## src/rtl/core/fjr_pkg.sv

```systemverilog
// Shared types and codes for the feeder jam/reverse sequencer.
`default_nettype none

package fjr_pkg;

  // Mode request codes; anything above MODE_DEEP_EJECT acts as disabled.
  localparam logic [2:0] MODE_DISABLED   = 3'd0;
  localparam logic [2:0] MODE_FRICTION   = 3'd1;
  localparam logic [2:0] MODE_SINGLE     = 3'd2;
  localparam logic [2:0] MODE_AUTO       = 3'd3;
  localparam logic [2:0] MODE_EJECT      = 3'd4;
  localparam logic [2:0] MODE_DEEP_EJECT = 3'd5;

  // Configuration register indexes.
  localparam int unsigned CFG_IDX_W = 3;
  localparam int unsigned CFG_DATA_W = 24;
  localparam logic [CFG_IDX_W-1:0] REG_WORKING_VEL    = 3'd0;
  localparam logic [CFG_IDX_W-1:0] REG_SAFE_VEL       = 3'd1;
  localparam logic [CFG_IDX_W-1:0] REG_EJECT_VEL      = 3'd2;
  localparam logic [CFG_IDX_W-1:0] REG_DEEP_EJECT_VEL = 3'd3;
  localparam logic [CFG_IDX_W-1:0] REG_SHOT_TIMEOUT   = 3'd4;
  localparam logic [CFG_IDX_W-1:0] REG_JAM_TIME       = 3'd5;
  localparam logic [CFG_IDX_W-1:0] REG_EJECT_DUR      = 3'd6;
  localparam logic [CFG_IDX_W-1:0] REG_DEEP_EJECT_DUR = 3'd7;

  localparam int unsigned IN_DATA_W  = 80;
  localparam int unsigned OUT_DATA_W = 24;

  typedef struct packed {
    logic        [14:0] working_velocity;
    logic        [14:0] safe_velocity;
    logic signed [15:0] eject_velocity;
    logic signed [15:0] deep_eject_velocity;
    logic        [23:0] single_shot_timeout;
    logic        [23:0] jam_time;
    logic        [23:0] eject_duration;
    logic        [23:0] deep_eject_duration;
  } fjr_cfg_t;

  typedef struct packed {
    logic        [2:0]  mode_request;
    logic        [31:0] cmd_seq;
    logic               fric_ready;
    logic               shot_fired;
    logic        [7:0]  heat_budget;
    logic signed [15:0] meas_vel;
    logic        [15:0] tick_time;
  } fjr_item_t;

  typedef struct packed {
    logic signed [15:0] feeder_command;
    logic               jam_event;
    logic               ejecting;
  } fjr_result_t;

endpackage

`default_nettype wire

```

## src/rtl/core/fjr_cfg.sv

```systemverilog
// Configuration register bank of the feeder jam/reverse sequencer.
`default_nettype none

module fjr_cfg
  import fjr_pkg::*;
(
  input  wire logic                  clk,
  input  wire logic                  rst_n,
  input  wire logic                  wr_en,
  input  wire logic [CFG_IDX_W-1:0]  wr_index,
  input  wire logic [CFG_DATA_W-1:0] wr_data,
  output fjr_cfg_t                   cfg
);

  fjr_cfg_t cfg_r;
  fjr_cfg_t cfg_nxt;

  always_comb begin
    cfg_nxt = cfg_r;
    if (wr_en) begin
      case (wr_index)
        REG_WORKING_VEL:    cfg_nxt.working_velocity    = wr_data[14:0];
        REG_SAFE_VEL:       cfg_nxt.safe_velocity       = wr_data[14:0];
        REG_EJECT_VEL:      cfg_nxt.eject_velocity      = signed'(wr_data[15:0]);
        REG_DEEP_EJECT_VEL: cfg_nxt.deep_eject_velocity = signed'(wr_data[15:0]);
        REG_SHOT_TIMEOUT:   cfg_nxt.single_shot_timeout = wr_data;
        REG_JAM_TIME:       cfg_nxt.jam_time            = wr_data;
        REG_EJECT_DUR:      cfg_nxt.eject_duration      = wr_data;
        REG_DEEP_EJECT_DUR: cfg_nxt.deep_eject_duration = wr_data;
        default:            cfg_nxt = cfg_r;
      endcase
    end
  end

  always_ff @(posedge clk) begin
    if (!rst_n) begin
      cfg_r <= '0;
    end else begin
      cfg_r <= cfg_nxt;
    end
  end

  assign cfg = cfg_r;

endmodule

`default_nettype wire

```

## src/rtl/core/fjr_core.sv

```systemverilog
// Sequencer state and single-pass step logic of the feeder jam/reverse sequencer.
`default_nettype none

module fjr_core
  import fjr_pkg::*;
(
  input  wire logic clk,
  input  wire logic rst_n,
  input  wire logic step_en,
  input  fjr_item_t item,
  input  fjr_cfg_t  cfg,
  output fjr_result_t result
);

  localparam logic signed [26:0] TMR_MAX_EXT = 27'sd33554431;
  localparam logic signed [26:0] TMR_MIN_EXT = -27'sd33554432;

  function automatic logic signed [25:0] clamp_tmr(input logic signed [26:0] v);
    logic signed [25:0] r;
    if (v > TMR_MAX_EXT) begin
      r = {1'b0, {25{1'b1}}};
    end else if (v < TMR_MIN_EXT) begin
      r = {1'b1, {25{1'b0}}};
    end else begin
      r = v[25:0];
    end
    return r;
  endfunction

  logic signed [25:0] tmr_r,  tmr_nxt;
  logic        [1:0]  jams_r, jams_nxt;
  logic        [23:0] etl_r,  etl_nxt;
  logic signed [15:0] arv_r,  arv_nxt;
  logic               ssp_r,  ssp_nxt;
  logic        [23:0] sst_r,  sst_nxt;
  logic signed [15:0] pcmd_r, pcmd_nxt;
  logic        [2:0]  pmode_r, pmode_nxt;
  logic        [31:0] pseq_r, pseq_nxt;

  always_comb begin
    logic        [2:0]  mode_v;
    logic               evt_v;
    logic               chg_v;
    logic        [14:0] want_v;
    logic        [24:0] sst_sum_v;
    logic        [23:0] sst_sat_v;
    logic signed [16:0] meas_v;
    logic        [16:0] mag_v;
    logic signed [26:0] tmr_v;
    logic signed [26:0] jt_v;
    logic signed [26:0] dt_v;
    logic               jam_v;
    logic        [1:0]  jcnt_v;
    logic               deep_v;
    logic signed [15:0] cmd_v;
    logic               ej_v;

    tmr_nxt   = tmr_r;
    jams_nxt  = jams_r;
    etl_nxt   = etl_r;
    arv_nxt   = arv_r;
    ssp_nxt   = ssp_r;
    sst_nxt   = sst_r;
    pmode_nxt = pmode_r;
    pseq_nxt  = pseq_r;

    want_v    = '0;
    cmd_v     = '0;
    jam_v     = 1'b0;
    ej_v      = 1'b0;
    sst_sum_v = '0;
    sst_sat_v = '0;
    tmr_v     = '0;
    jcnt_v    = '0;
    deep_v    = 1'b0;
    jt_v      = signed'({3'b000, cfg.jam_time});
    dt_v      = signed'({11'd0, item.tick_time});
    meas_v    = {item.meas_vel[15], item.meas_vel};
    mag_v     = meas_v[16] ? 17'(-meas_v) : 17'(meas_v);

    // Fold unknown mode codes onto disabled.
    mode_v = (item.mode_request > MODE_DEEP_EJECT) ? MODE_DISABLED : item.mode_request;
    evt_v  = (item.cmd_seq != '0) && (item.cmd_seq != pseq_r);
    chg_v  = (mode_v != pmode_r);

    if (evt_v) begin
      pseq_nxt = item.cmd_seq;
    end
    if ((mode_v != MODE_SINGLE) || item.shot_fired) begin
      ssp_nxt = 1'b0;
    end
    if (mode_v == MODE_DISABLED) begin
      jams_nxt = '0;
      etl_nxt  = '0;
    end
    if (evt_v || chg_v) begin
      if (mode_v == MODE_SINGLE) begin
        ssp_nxt = 1'b1;
        sst_nxt = '0;
      end else if (mode_v == MODE_EJECT) begin
        arv_nxt = cfg.eject_velocity;
        etl_nxt = cfg.eject_duration;
      end else if (mode_v == MODE_DEEP_EJECT) begin
        arv_nxt = cfg.deep_eject_velocity;
        etl_nxt = cfg.deep_eject_duration;
      end
      pmode_nxt = mode_v;
    end

    if (etl_nxt != '0) begin
      // Running eject phase wins; count its time down, saturating at zero.
      etl_nxt = (etl_nxt > {8'd0, item.tick_time}) ? (etl_nxt - {8'd0, item.tick_time}) : '0;
      tmr_nxt = '0;
      cmd_v   = arv_nxt;
      ej_v    = 1'b1;
    end else if (!item.fric_ready) begin
      tmr_nxt = '0;
    end else begin
      if ((mode_v == MODE_AUTO) && (item.heat_budget != '0)) begin
        want_v = (item.heat_budget > 8'd1) ? cfg.working_velocity : cfg.safe_velocity;
      end else if ((mode_v == MODE_SINGLE) && ssp_nxt) begin
        sst_sum_v = {1'b0, sst_nxt} + {9'd0, item.tick_time};
        sst_sat_v = sst_sum_v[24] ? {24{1'b1}} : sst_sum_v[23:0];
        sst_nxt   = sst_sat_v;
        if (sst_sat_v <= cfg.single_shot_timeout) begin
          if (item.heat_budget != '0) begin
            want_v = cfg.safe_velocity;
          end
        end else begin
          ssp_nxt = 1'b0;
        end
      end

      if (want_v == '0) begin
        tmr_nxt = '0;
      end else begin
        // Speed step-up restarts a running run timer.
        if ((signed'({1'b0, want_v}) > pcmd_r) && (tmr_nxt > 26'sd0)) begin
          tmr_nxt = '0;
        end
        tmr_v = {tmr_nxt[25], tmr_nxt};
        if ({mag_v, 1'b0} >= {3'd0, want_v}) begin
          // Feeder keeps up: count run time, drop the jam streak once settled.
          if (tmr_v < 27'sd0) begin
            tmr_nxt = '0;
          end else if (tmr_v < jt_v) begin
            tmr_nxt = clamp_tmr(tmr_v + dt_v);
          end else begin
            jams_nxt = '0;
          end
        end else if (tmr_v >= jt_v) begin
          jam_v = 1'b1;
        end else if (tmr_v > 27'sd0) begin
          tmr_nxt = '0;
        end else if (tmr_v > -jt_v) begin
          tmr_nxt = clamp_tmr(tmr_v - dt_v);
        end else begin
          jam_v = 1'b1;
        end

        if (jam_v) begin
          jcnt_v   = (jams_nxt == 2'd3) ? 2'd3 : (jams_nxt + 2'd1);
          deep_v   = (jcnt_v == 2'd3);
          jams_nxt = jcnt_v;
          arv_nxt  = deep_v ? cfg.deep_eject_velocity : cfg.eject_velocity;
          etl_nxt  = deep_v ? cfg.deep_eject_duration : cfg.eject_duration;
          ssp_nxt  = 1'b0;
          tmr_nxt  = '0;
          cmd_v    = arv_nxt;
          ej_v     = 1'b1;
        end else begin
          cmd_v = signed'({1'b0, want_v});
        end
      end
    end

    pcmd_nxt = cmd_v;
    result.feeder_command = cmd_v;
    result.jam_event      = jam_v;
    result.ejecting       = ej_v;
  end

  always_ff @(posedge clk) begin
    if (!rst_n) begin
      tmr_r   <= '0;
      jams_r  <= '0;
      etl_r   <= '0;
      arv_r   <= '0;
      ssp_r   <= 1'b0;
      sst_r   <= '0;
      pcmd_r  <= '0;
      pmode_r <= MODE_DISABLED;
      pseq_r  <= '0;
    end else if (step_en) begin
      tmr_r   <= tmr_nxt;
      jams_r  <= jams_nxt;
      etl_r   <= etl_nxt;
      arv_r   <= arv_nxt;
      ssp_r   <= ssp_nxt;
      sst_r   <= sst_nxt;
      pcmd_r  <= pcmd_nxt;
      pmode_r <= pmode_nxt;
      pseq_r  <= pseq_nxt;
    end
  end

endmodule

`default_nettype wire

```

## src/rtl/core/feeder_jam_reverse_sequencer.sv

```systemverilog
// Top level of the feeder jam/reverse sequencer: beat registers, config bank and step logic.
`default_nettype none

// Feeder jam/reverse sequencer. Each input beat is one control tick: mode request,
// command sequence number, friction-ready and bullet-fired flags, heat allowance,
// measured feeder velocity (signed Q8.8 rad/s) and elapsed time in microseconds.
// Each tick yields exactly one output beat with the feeder velocity command, a jam
// flag and an ejecting flag. The block sustains one beat per clock while the output is
// drained: a beat lands in the input register, passes the step logic, and updates the
// sequencer state and the output register together at the edge where it advances, so
// out_tvalid rises at the edge after the input accept edge unless a stalled output
// holds the beat. The loop from the state registers through the step logic back into
// them sets the rate. The output register decouples the two sides: a new input beat
// is taken while a finished result waits, and only a full input register behind a
// stalled output holds in_tready low. Configuration writes (index 0..7 in the register
// order working, safe, eject, deep eject velocity, single-shot timeout, jam time, eject
// and deep eject duration) are always ready and must be issued while no tick is in flight.

module feeder_jam_reverse_sequencer
  import fjr_pkg::*;
(
  input  wire logic                  clk,
  input  wire logic                  rst_n,
  // input beats
  input  wire logic                  in_tvalid,
  output logic                       in_tready,
  // [2:0] mode_request, [34:3] cmd_seq, [35] fric_ready,
  // [36] shot_fired, [44:37] heat_budget, [60:45] meas_vel,
  // [76:61] tick_time, [79:77] zero
  input  wire logic [IN_DATA_W-1:0]  in_tdata,
  // result beats
  output logic                       out_tvalid,
  input  wire logic                  out_tready,
  // [15:0] feeder_command, [16] jam_event, [17] ejecting, [23:18] zero
  output logic [OUT_DATA_W-1:0]      out_tdata,
  // configuration writes
  input  wire logic                  cfg_valid,
  output logic                       cfg_ready,
  input  wire logic [CFG_IDX_W-1:0]  cfg_index,
  input  wire logic [CFG_DATA_W-1:0] cfg_data
);

  fjr_cfg_t    cfg;
  fjr_item_t   item_r;
  fjr_result_t result;
  logic        in_vld_r;
  logic        out_vld_r;
  logic [OUT_DATA_W-1:0] out_data_r;
  logic        advance;

  // Config bank never stalls a write.
  assign cfg_ready = 1'b1;

  fjr_cfg u_cfg (
    .clk      (clk),
    .rst_n    (rst_n),
    .wr_en    (cfg_valid & cfg_ready),
    .wr_index (cfg_index),
    .wr_data  (cfg_data),
    .cfg      (cfg)
  );

  // Advance the held tick whenever the output register is free or being drained.
  assign advance   = in_vld_r && (!out_vld_r || out_tready);
  assign in_tready = !in_vld_r || advance;

  always_ff @(posedge clk) begin
    if (!rst_n) begin
      in_vld_r <= 1'b0;
    end else if (in_tready) begin
      in_vld_r <= in_tvalid;
    end
  end

  // Unpack the input beat; payload needs no reset.
  always_ff @(posedge clk) begin
    if (in_tvalid && in_tready) begin
      item_r.mode_request <= in_tdata[2:0];
      item_r.cmd_seq      <= in_tdata[34:3];
      item_r.fric_ready   <= in_tdata[35];
      item_r.shot_fired   <= in_tdata[36];
      item_r.heat_budget  <= in_tdata[44:37];
      item_r.meas_vel     <= signed'(in_tdata[60:45]);
      item_r.tick_time    <= in_tdata[76:61];
    end
  end

  fjr_core u_core (
    .clk     (clk),
    .rst_n   (rst_n),
    .step_en (advance),
    .item    (item_r),
    .cfg     (cfg),
    .result  (result)
  );

  // Result register: load on advance, drop valid once the beat is taken.
  always_ff @(posedge clk) begin
    if (!rst_n) begin
      out_vld_r <= 1'b0;
    end else if (advance) begin
      out_vld_r <= 1'b1;
    end else if (out_tready) begin
      out_vld_r <= 1'b0;
    end
  end

  always_ff @(posedge clk) begin
    if (advance) begin
      out_data_r <= {6'd0, result.ejecting, result.jam_event, result.feeder_command};
    end
  end

  assign out_tvalid = out_vld_r;
  assign out_tdata  = out_data_r;

  // A jam always starts an eject, so it is flagged as ejecting.
  assert property (@(posedge clk) disable iff (!rst_n)
    (out_tvalid && out_tdata[16]) |-> out_tdata[17])
    else $error("jam_event without ejecting");

  // Input only stalls behind a full input register and a blocked output.
  assert property (@(posedge clk) disable iff (!rst_n)
    !in_tready |-> (in_vld_r && out_tvalid && !out_tready))
    else $error("input stalled without back-pressure");

  // Every processed tick shows up as a result beat next cycle.
  assert property (@(posedge clk) disable iff (!rst_n)
    advance |=> out_tvalid)
    else $error("processed tick lost");

endmodule

`default_nettype wire
```

## config.mk

```make
export PLATFORM = sky130hd
export DESIGN_NAME = feeder_jam_reverse_sequencer
export DESIGN_NICKNAME = d
export VERILOG_FILES = /design/src/rtl/core/fjr_pkg.sv /design/src/rtl/core/fjr_cfg.sv /design/src/rtl/core/fjr_core.sv /design/src/rtl/core/feeder_jam_reverse_sequencer.sv
export SDC_FILE = /design/constraint.sdc
export NUM_CORES = 1
export LEC_CHECK = 0
export BUFFER_PORTS_ARGS = -buffer_cell sky130_fd_sc_hd__buf_2
export CORE_MARGIN = 2
export CORE_UTILIZATION = 38
export CTS_BUF_LIST = sky130_fd_sc_hd__clkbuf_16
export CTS_CLUSTER_DIAMETER = 30
export DETAILED_ROUTE_END_ITERATION = 8
export SYNTH_ARGS = -nofsm -noshare
export SYNTH_HDL_FRONTEND = slang
export SYNTH_SLANG_ARGS = --single-unit
export TNS_END_PERCENT = 1
```

## constraint.sdc

```tcl
create_clock -name clk -period 20.9 [get_ports clk]
set_input_delay 6.27 -clock clk [delete_from_list [all_inputs] [get_ports clk]]
set_output_delay 6.27 -clock clk [all_outputs]
set_load 0.01 [all_outputs]
```

==> results of run 1 <==
-- layer usage --
metal  GRT usage (%)  vias to the layer above  share of wire (%)
met5               0                        -              0.066
met4            9.71                       10                3.3
met3            4.40                      155                6.2
met2            39.7                      731                 47
met1            31.1                    11100                 44
li1                -                    11400                  -
-- worst max-delay path by stage --
| stage | start | to | slack [ns] | cells past startpoint |
|---|---|---|---|---|
| 6_report | item_r[52] | u_core.tmr_r[0] | 5.00 | 50 |
| 2_1_floorplan | out_tready | in_tready | 8.06 | 2 |
| 5_1_grt | item_r[52] | u_core.arv_r[10] | 4.25 | 51 |
| 3_3_place_gp | item_r[52] | u_core.pcmd_r[0] | 5.51 | 48 |
| 3_5_place_dp | item_r[52] | u_core.pcmd_r[0] | 5.49 | 48 |
| 4_1_cts | item_r[52] | u_core.pcmd_r[0] | 5.40 | 48 |
-- metrics by stage --
step | utilization [%] | std cells | setup WS (ns)
after floorplan | - | 3169 | 8.06
after global placement | 40.3 | 4010 | 5.51
after detailed placement | 40.3 | 4010 | 5.49
after CTS | 45.5 | 4188 | 5.40
after global routing | 45.5 | 4188 | 4.25
final | 45.5 | 4189 | 5.00
-- critical path, delay by kind of cell, from the launching register on --
family          cells  cell delay, ns
fa+ha+maj           6            1.65
xor+xnor            1            0.18
buf+inv             4            0.61
compound gates     22            6.81
flops               1            0.45
simple gates       17            6.09
-- kinds of logic after synthesis --
kind of cell / after synthesis / share of synthesized area (%)
buffers and inverters: 329 / 5.24
AOI/OAI and AO/OA: 858 / 21.0
adders and majority gates: 175 / 8.79
xor gates and xnor gates: 122 / 4.26
and+or+nand+nor: 1190 / 21.7
muxes: 89 / 3.57
DFF: 399 / 35.4
other: 2 / 0.0298
-- registers in the layout, indices dropped and copies added (netlist names) --
register / cells
u_cfg.cfg: 158
item_r: 77
u_core.pseq_r: 32
u_core.tmr_r: 26
u_core.etl_r: 24
u_core.sst_r: 24
out_tdata: 18
u_core.arv_r: 16
u_core.pcmd_r: 16
u_core.pmode_r: 3
u_core.jams_r: 2
in_vld_r: 1
out_tvalid: 1
u_core.ssp_r: 1
-- cells in the final DEF (no fill, tap or decap), types with 19 or more instances in the layout --
master and n:
buf_2 128, nand2b_1 36, ha_1 171, a31oi_1 35
buf_4 34, o21ai_0 137, a21oi_1 380, o21a_1 24
a21o_1 46, and2_1 49, clkbuf_16 97, nand4_1 33
xor2_1 56, nand3_1 67, nor3_1 60, clkinvlp_4 19
xnor2_1 65, mux2i_1 80, inv_1 146, dfxtp_1 304
a211oi_1 19, edfxtp_1 95, nor2_1 209, nand2_1 569
o211ai_1 24, nor4_1 44
-- area by class of cell --
cell class	instances	area [um^2]	share of cell area [%]
well taps	864	1080	3.62
repair buffers	162	896	3.00
clock buffers	97	2430	8.12
clock inverters	81	940	3.14
multi-input cells	2441	15100	50.4
inverters	144	549	1.84
diodes	1	2.50	0.00837
flip-flops and latches	399	8940	29.9
-- power by group --
| group | internal, mW | switching, mW |
|---|---|---|
| combinational | 0.106 | 0.199 |
| sequential | 0.821 | 0.0257 |
| clock | 1.04 | 0.493 |
| total | 1.97 | 0.718 |
==> metrics.cfg, run 1 <==
[synth]
syn_area_per_cell_um2=7.98
async_flop_share_pct=0
ys_seq_area_share_pct=35.4
synth_top_area_share_pct=24.1
yosys_most_used_dff=dfxtp_1
synth_top_cells_by_area=dfxtp_1 24%, edfxtp_1 11%, ha_1 8.5%
yosys.area.top_type=dfxtp_1
yosys_warnings=0
yosysMostFrequentCell=nand2_1
synthTopCellsByCount=569 x nand2_1, 381 x a21oi_1, 304 x dfxtp_1
syn-cell-area_um2=25200
synth_cells=3164
ys_ff_latch=399
ys_types=94
synth_edf_count=95

[placed_design]
dp_hpwl_um=58400
portBuffers=128
place.gp.congestion=0.936
placed_cell_area_um2=26500

[clock_network]
post_cts_buffers=0
cts_buffers=95
cts_tree=yes
clk_pin_slew_worst_paths_ns=0.05
cts_buffer_depth=3
cts_num_sinks=399
clock_latency_ns=0.63
cts_resized=0
cts_root_buf=clkbuf_16
cts_max_level=3
postCtsHoldBufs=0

[floorplanning]
rows=94
start_util_pct=38.4
die_h_um=262
die_x_um=262
ioPinCount=139
die_area_um2=68500
coreArea_um2=65700

[sta]
layout_min_cycle_time_ns=15.90
fmax_mhz=62.9
setup_viol=0
hold_ws_ns=0.450
final_hold_viol_count=0
post-route-period-util_pct=76.1
rsz0062_at_grt=false
finalSetupTns_ns=0
worstMarginPinSlew_ns=1.17
drv_slew=0
skew_ns=0.0253
relSlewSlack_pct=21.8

[critical_path]
crit_path_end_kind=register
r2r_start=item_r[52]
critPathMaxFanout=30
required_ns=21.44
worstPathArrival_ns=16.44
path_common_cell=nand2_1
slowest_stage=nor4_1
r2r_cells=50
reg2reg_to=u_core.tmr_r[0]
r2r_slack_ns=5.00
crit_path_start_kind=register
slowest_delay_ns=0.89
crit_type=register to register

[grt]
grt_antenna_before_repair=6
grt_overflow=0
grt_max_degree=96
grt_pass1_wl_um=129000
grt_pass1_vias=22300
track_usage_pct=24.1

[cells_and_area]
fin_nets=3530
drive_gt1_share_pct=12.2
area_delta_synth_final_pct=18.4
stdcell_area_um2=29900
fillers=6488

[flow_run]
drv_cap=0

[hold_path]
hold-path-cell-count=2
hp-class=register to register
hold_path_end=u_core.arv_r[2]
min-delay-start=u_core.arv_r[2]

[power_and_ir_drop]
cellLeakagePower_nw=11.9
p_per_area_nw_per_um2=90.0
power_mw=2.69
ir_drop_v=0.0000731

[routing]
drc=0
first_pass_iters=6
drtIter0Drc=2148
detail_route.vias_per_cell=5.59
postRouteAntennaNets=0
wl_per_cell_um=20.0
wirelength_um=83700
dr_total_vias=23400

[run_status]
outcome=finished clean

(Power assumes the default switching activity.)
==> run 2, diff against run 1 <==
- ABC_AREA: default -> 1
- clock period: 20.9 -> 13.8 ns (I/O delays scaled with it)
==> run 2 against run 1 <==
Worst hold slack gained 0.0054 ns. Total power grew 59%. Register-to-register slack lost 3.9 ns. Worst setup slack lost 3.9 ns. Clock skew grew 0.0022 ns. Sequential power grew 52%. Synthesized cell count grew 24%. Sequential share of layout area shrank 1.4 points. Global-route usage shrank 0.083 points. Combinational power grew 73%. Critical path depth grew 14. Die area grew 4.5%. Critical path type unchanged. Highest routed layer is now met4.
==> metrics.cfg, run 2 <==
[clock_network]
postCtsHoldBufs=0
post_cts_buffers=0
clock_latency_ns=0.64
cts_num_sinks=399
cts_buffers=106
cts_tree=yes
cts_max_level=3
cts_buffer_depth=3
clk_pin_slew_worst_paths_ns=0.04
cts_root_buf=clkbuf_16
cts_resized=0

[routing]
drtIter0Drc=2138
dr_total_vias=26100
postRouteAntennaNets=0
top_layer=met4
first_pass_iters=5
wl_met2_um=38200
detail_route.vias_per_cell=5.18
wirelength_um=86300
wl_per_cell_um=17.2
drc=0
wl_met3_um=6110
met1Wirelength_um=39200

[sta]
worstMarginPinSlew_ns=1.12
post-route-period-util_pct=91.7
fmax_mhz=79.0
drv_slew=0
layout_min_cycle_time_ns=12.66
finalSetupTns_ns=0
relSlewSlack_pct=25.5
setup_viol=0
setup_slack_ns=1.14
rsz0062_at_grt=false
final_hold_viol_count=0
skew_ns=0.0275

[floorplanning]
start_util_pct=38.4
coreArea_um2=68700
rows=96
ioPinCount=139
die_area_um2=71600
die_x_um=268
die_h_um=268

[critical_path]
crit_type=register to register
r2r_start=item_r[75]
r2r_slack_ns=1.14
path_common_cell=nand2_1
crit_path_end_kind=register
worstPathArrival_ns=13.13
reg2reg_to=u_core.tmr_r[13]
critPathMaxFanout=33
required_ns=14.27
r2r_cells=64
slowest_stage=and2_1
crit_path_start_kind=register
slowest_delay_ns=0.57

[power_and_ir_drop]
cellLeakagePower_nw=14.3
ir_drop_v=0.000120
p_per_area_nw_per_um2=136

[synth]
synth_top_cells_by_area=dfxtp_1 23%, nand2_1 14%, edfxtp_1 11%
yosys_warnings=0
synth_cells=3914
ys_ff_latch=399
async_flop_share_pct=0
yosysMostFrequentCell=nand2_1
synth_edf_count=95
yosys.area.top_type=dfxtp_1
ys_types=55
synth_top_area_share_pct=23.1
synthTopCellsByCount=982 x nand2_1, 489 x nor2_1, 384 x a21oi_1
syn_area_per_cell_um2=6.74
syn-cell-area_um2=26400
ys_seq_area_share_pct=33.9
yosys_most_used_dff=dfxtp_1

[cells_and_area]
drive_gt1_share_pct=9.98
area_delta_synth_final_pct=18.9
largest_reg_flops=158
stdcell_area_um2=31400
fin_nets=4296
num_antenna_cells=0
final_core_util_pct=45.7
layout_commonest_cell=nand2_1
layout_common_cells=981 x nand2_1, 486 x nor2_1, 384 x a21oi_1

[grt]
grt_pass1_vias=24400
track_usage_pct=24.0
grt_max_degree=122
grt_antenna_before_repair=1
grt_overflow=0
grt_pass1_wl_um=135000

[placed_design]
place_ws_ns=1.31
place.gp.congestion=0.946
dp_hpwl_um=59500
placed_cell_area_um2=27800
portBuffers=128

[hold_path]
min-delay-start=u_core.pseq_r[16]
hp-class=register to register
hold-path-cell-count=2
hold_path_end=u_core.pseq_r[16]

[flow_run]
drv_cap=0

[run_status]
outcome=finished clean

-- run 2: power breakdown --
part	internal, mW	total (mW)	switching (mW)	leakage [nW]
Sequential	1.26	1.29	0.0355	3.39
Clock	1.67	2.45	0.780	1.77
Combinational	0.169	0.530	0.361	9.18
-- run 2: critical path: cells and delay by family, from the launching register on --
family,cells,cell delay [ns]
AOI/OAI and AO/OA,9,2.20
xor gates and xnor gates,1,0.18
adders and majority gates,5,1.61
buffers and inverters,9,1.99
DFF,1,0.39
and+or+nand+nor,40,6.08
-- run 2: worst max path at each step --
| stage | from | to | depth (start not counted) |
|---|---|---|---|
| 3_3_place_gp | item_r[76] | u_core.tmr_r[13] | 63 |
| 6_report | item_r[75] | u_core.tmr_r[13] | 64 |
| 3_5_place_dp | item_r[75] | u_core.tmr_r[13] | 64 |
| 4_1_cts | item_r[75] | u_core.tmr_r[13] | 64 |
| 2_1_floorplan | item_r[75] | u_core.tmr_r[10] | 67 |
| 5_1_grt | item_r[75] | u_core.tmr_r[13] | 64 |
-- run 2: cells by family after synthesis --
| family | after synthesis | synth area share (%) |
|---|---|---|
| AND/OR/NAND/NOR | 1795 | 27.9 |
| XOR/XNOR | 129 | 4.28 |
| other | 2 | 0.0285 |
| buffers and inverters | 564 | 8.43 |
| AO/OA/AOI/OAI | 850 | 17.1 |
| flip-flops | 399 | 33.9 |
| adder cells (fa/ha/maj) | 175 | 8.41 |
-- run 2: final cells by class --
| class | instances | area, um^2 |
|---|---|---|
| multi-input combinational | 2956 | 15300 |
| clock inverter | 89 | 863 |
| timing repair buffer | 182 | 1050 |
| tap | 931 | 1160 |
| fill | 7141 | 37300 |
| sequential | 399 | 8940 |
| inverter | 364 | 1370 |
| clock buffer | 109 | 2730 |
-- run 2: stage by stage --
step / power [mW] / instances / hold WS [ns]
after CTS: 4.30 / 5030 / 0.456
after global placement: 1.83 / 4832 / 0.445
after detailed placement: 1.83 / 4832 / 0.449
after floorplan: 1.67 / 3919 / 0.435
after global routing: 4.44 / 5030 / 0.473
final: 4.27 / 5030 / 0.455
-- run 2: layer usage --
| metal | GRT usage, % | vias up |
|---|---|---|
| met5 | 0 | - |
| met4 | 9.04 | 0 |
| met3 | 4.07 | 169 |
| met2 | 38.1 | 822 |
| met1 | 32.6 | 12000 |
| li1 | - | 13100 |
